`src/rtl/mqm_pkg.sv`:
```
// shared types and constants of the monotonic minimum queue
// no dependencies; imported by mqm_cell and min_queue_monotonic_top
package mqm_pkg;

  localparam int DATA_W = 32;

  // opcode of an input word
  localparam logic OP_PUSH = 1'b0;
  localparam logic OP_POP  = 1'b1;

  // status codes of a result word
  localparam logic [1:0] ST_PUSHED    = 2'd0;
  localparam logic [1:0] ST_POPPED    = 2'd1;
  localparam logic [1:0] ST_EMPTY     = 2'd2;
  localparam logic [1:0] ST_FULL      = 2'd3;

  // contents of one minima cell
  typedef struct packed {
    logic              occ;
    logic [DATA_W-1:0] value;
  } entry_t;

  // command broadcast to every cell of the chain
  typedef struct packed {
    logic              push;
    logic              shift;
    logic [DATA_W-1:0] value;
  } cell_cmd_t;

endpackage

```
`src/rtl/mqm_cell.sv`:
```
// one cell of the minima chain: holds one candidate minimum
// depends on mqm_pkg
module mqm_cell
  import mqm_pkg::*;
(
  input  logic      clk,
  input  logic      rst_n,
  input  cell_cmd_t cmd,
  input  logic      prev_keep,
  input  entry_t    next_entry,
  output logic      keep,
  output entry_t    entry
);

  logic              occ_r, occ_nxt;
  logic [DATA_W-1:0] value_r, value_nxt;

  // a cell survives a push unless it holds something greater than the new word
  assign keep = occ_r && !($signed(value_r) > $signed(cmd.value));

  // push takes the first dropped or empty slot and clears the slots after it, shift moves toward the front
  always_comb begin
    occ_nxt   = occ_r;
    value_nxt = value_r;
    if (cmd.shift) begin
      occ_nxt   = next_entry.occ;
      value_nxt = next_entry.value;
    end else if (cmd.push && !keep) begin
      occ_nxt   = prev_keep;
      value_nxt = cmd.value;
    end
  end

  // occupancy flag
  always_ff @(posedge clk) begin
    if (!rst_n) begin
      occ_r <= 1'b0;
    end else begin
      occ_r <= occ_nxt;
    end
  end

  // stored value
  always_ff @(posedge clk) begin
    value_r <= value_nxt;
  end

  assign entry.occ   = occ_r;
  assign entry.value = value_r;

endmodule

```
`config.mk`:
```
export PLATFORM = sky130hd
export DESIGN_NAME = mqm_cell
export DESIGN_NICKNAME = d
export VERILOG_FILES = /design/src/rtl/mqm_pkg.sv /design/src/rtl/mqm_cell.sv
export SDC_FILE = /design/constraint.sdc
export NUM_CORES = 1
export LEC_CHECK = 0
export BUFFER_PORTS_ARGS = -buffer_cell sky130_fd_sc_hd__buf_4
export CORE_ASPECT_RATIO = 1.5
export CORE_UTILIZATION = 50
export CTS_CLUSTER_DIAMETER = 40
export DETAILED_ROUTE_END_ITERATION = 7
export HOLD_SLACK_MARGIN = 0.03
export PLACE_DENSITY = 0.88
export SYNTH_ARGS = -nofsm -noshare
export SYNTH_HDL_FRONTEND = slang
export SYNTH_SLANG_ARGS = --single-unit
```
`constraint.sdc`:
```
create_clock -name clk -period 7.6 [get_ports clk]
set_clock_uncertainty 0.1 [all_clocks]
set_input_delay 0.38 -clock clk [delete_from_list [all_inputs] [get_ports clk]]
set_output_delay 0.38 -clock clk [all_outputs]
set_load 0.05 [all_outputs]
```
==> impl_metrics.tcl <==
set metrics [dict create \
    run_status "finished clean" \
    grt_usage_pct 22.9 \
    longest_clk_path_bufs 2 \
    timing.reg2reg.worst_path_depth 7 \
    critPathCaptureType "flop" \
    post_cts_resized 0 \
    flow.area_growth_from_synthesis_pct 40.6 \
    rsz0062_at_grt "no" \
    first_global_vias 1957 \
    final_min_period_over_clock_period_pct 41.0 \
    antenna_left 0 \
    max_freq_mhz 321 \
    max_cap_viol_count 0 \
    yosys_warnings 0 \
    rows 29 \
    vdd_ir_drop_max_mv 0.174 \
    switching_power_mw 0.194 \
    global_route.overflow_total 0 \
    drive_gt1_share_pct 34.4 \
    max-slew-margin-rel_pct 37.0 \
    vias 1962 \
    num_antenna_cells 0 \
    setup_violations 0 \
    hold_path_class "primary input to flop" \
    setup.worst_path.start_class "flop" \
    finalHoldViolCount 0 \
    tritoncts "built" \
    antenna_violations_before_repair 0 \
    dieArea_sq_um 4630 \
    place_congestion 0.806 \
    placeableCoreArea_sq_um 4210 \
    power_frac_seq_pct 42.3 \
    timing.hold.worst_path_depth 2 \
    post_synthesis_cell_area_sq_um 2180 \
    synth_area_leader_cell "sky130_fd_sc_hd__edfxtp_1" \
    drt_first_pass_iters 4 \
    routed_via_density 5.20 \
    switching_share_pct 35.0 \
    netlist_top_cells_area "sky130_fd_sc_hd__edfxtp_1 (44%), sky130_fd_sc_hd__ha_1 (18%), sky130_fd_sc_hd__o21ai_0 (8.5%)" \
    mappedNetlistNets 331 \
    fin_nets 433 \
    cts.sink_count 33 \
    synth-main-ff-cell "sky130_fd_sc_hd__edfxtp_1" \
    worst_slew_pin_slew_ns 0.943 \
    tns_ns 0 \
    critPathKind "flop to flop" \
    wl_per_cell_microns 13.4 \
    synth_most_common_cell "sky130_fd_sc_hd__nand2_1" \
    async_flop_share_pct 0 \
    maximum_number_of_pins_on_one_net_before_global_route_repair 67 \
    p_int_mw 0.359 \
    drc 0 \
    layout.core_utilization_pct 72.8 \
    first_iter_violations 37 \
    dpl_hpwl_microns 4020 \
    root_buffer "sky130_fd_sc_hd__clkbuf_8" \
    die_w_microns 55.9 \
    postSynthRegisterBits 33 \
    cts_hold_buf 0 \
    peak_fanout_along_the_critical_path 32 \
    io_pins 104 \
    layout_min_cycle_time_ns 3.12 \
    htree_levels 2 \
    synth_common_cells "sky130_fd_sc_hd__nand2_1 (42), sky130_fd_sc_hd__o21ai_0 (37), sky130_fd_sc_hd__inv_1 (35)" \
    post-synth-top-area-fraction_pct 44.1 \
    floorplan.initialDensity_pct 51.8 \
    comb_power_share_pct 35.6 \
    tritoncts_buffers 5 \
    clock_input_transition_at_the_sequential_cells_of_the_worst_setup_and_hold_paths_ns 0.07 \
    synth_enable_flop_cells 32 \
    timing.critical_path.required_ns 7.40 \
    io_buffers 103 \
    floorplan.die.height_microns 82.9 \
    cellPowerDensity_nw_per_um2 180 \
    timing_max_transition_violations_final 0 \
    layout.filler_cells 347 \
    leakage_nw 1.54 \
    synth_seq_area_share_pct 45.0 \
    crit_arrival_ns 2.92 \
    synth_cell_types 32 \
    postRouteWirelength_microns 5050 \
    netlist_instances 229 \
    cts.repair_timing.setup_buffer_count 0 \
    power.clock.fraction_pct 22.1 \
    postSynthAreaPerCell_sq_um 9.52 \
    grt_first_pass_wirelength_microns 8450 \
    clkLatencyLatePin_ns 0.28 \
]
## final timing paths
path / from / end / slack (ns)
hold / removal: rst_n / occ_r / 0.25
setup / recovery: value_r[11] / value_r[28] / 4.48
setup reg to reg: value_r[11] / value_r[28] / 4.48
hold reg to reg: occ_r / occ_r / 0.69
## cell families after synthesis
group	count (synthesis)	synth area share (%)
buffers and inverters	43	7.58
muxes	1	0.517
AOI/OAI and AO/OA	60	15.8
and+or+nand+nor	60	12.7
DFF	33	45.0
adders and majority gates	32	18.4
## sequential cells by signal, summed over array words and instances (netlist names)
name	flops
value_r	32
occ_r	1
## critical path, cell delays in order (launching register included)
cell                       delay [ns]
sky130_fd_sc_hd__edfxtp_1        0.42
sky130_fd_sc_hd__ha_1            0.34
sky130_fd_sc_hd__nand4_1         0.14
sky130_fd_sc_hd__nor4_1          0.39
sky130_fd_sc_hd__o21ai_0         0.16
sky130_fd_sc_hd__a31oi_1         0.23
sky130_fd_sc_hd__o311ai_2        0.19
sky130_fd_sc_hd__o21bai_4        0.77
## metrics by stage
| step | worst slack [ns] | hold slack (ns) | cells | power, mW | instance area (sq um) |
|---|---|---|---|---|---|
| after CTS | 4.44 | 0.245 | 377 | 0.557 | 3060 |
| after detailed placement | 4.36 | 0.540 | 370 | 0.435 | 2990 |
| after floorplan | 3.27 | 0.411 | 229 | 0.361 | 2180 |
| after global routing | 4.21 | 0.253 | 377 | 0.581 | 3060 |
| after global placement | 4.48 | 0.525 | 370 | 0.431 | 2990 |
| final | 4.48 | 0.246 | 377 | 0.553 | 3060 |
## routing by layer
layer  routed length [microns]  vias to the layer above  track usage (%)
met3                       356                        7             6.07
met4                        74                        0             7.10
met2                      2730                       70             42.1
met1                      1890                      882             25.3
met5                         0                        -                0
li1                          -                     1003                -
## area by class of cell
type / instances / area (sq um) / share of cell area [%]
clock buffer: 6 / 72.6 / 2.37
clock inverter: 1 / 3.75 / 0.122
inverter: 35 / 131 / 4.29
multi-input combinational: 153 / 1040 / 34.1
sequential: 33 / 981 / 32.0
tap: 46 / 57.6 / 1.88
timing repair buffer: 103 / 773 / 25.2
## power by group through the flow
stage          Sequential [mW]  Clock, mW  Combinational [mW]
2_1_floorplan            0.297          0              0.0647
3_3_place_gp             0.237          0               0.194
3_5_place_dp             0.238          0               0.197
4_1_cts                  0.234      0.124               0.198
5_1_grt                  0.236      0.132               0.213
6_report                 0.234      0.122               0.197
## cells in the final DEF, fill, tap and decap left out, types with 2 or more instances in the layout
| master | netlist | routed |
|---|---|---|
| sky130_fd_sc_hd__nand4_1 | 4 | 4 |
| sky130_fd_sc_hd__clkbuf_8 | 0 | 5 |
| sky130_fd_sc_hd__a21o_1 | 2 | 2 |
| sky130_fd_sc_hd__a21oi_1 | 12 | 12 |
| sky130_fd_sc_hd__inv_1 | 35 | 35 |
| sky130_fd_sc_hd__nor2_1 | 2 | 2 |
| sky130_fd_sc_hd__o21ai_0 | 37 | 37 |
| sky130_fd_sc_hd__buf_4 | 1 | 103 |
| sky130_fd_sc_hd__edfxtp_1 | 32 | 32 |
| sky130_fd_sc_hd__nand3_1 | 2 | 2 |
| sky130_fd_sc_hd__nand2_1 | 42 | 42 |
| sky130_fd_sc_hd__ha_1 | 32 | 32 |
| sky130_fd_sc_hd__nand2b_1 | 2 | 2 |
No activity file was read; power rests on OpenSTA's default activity.
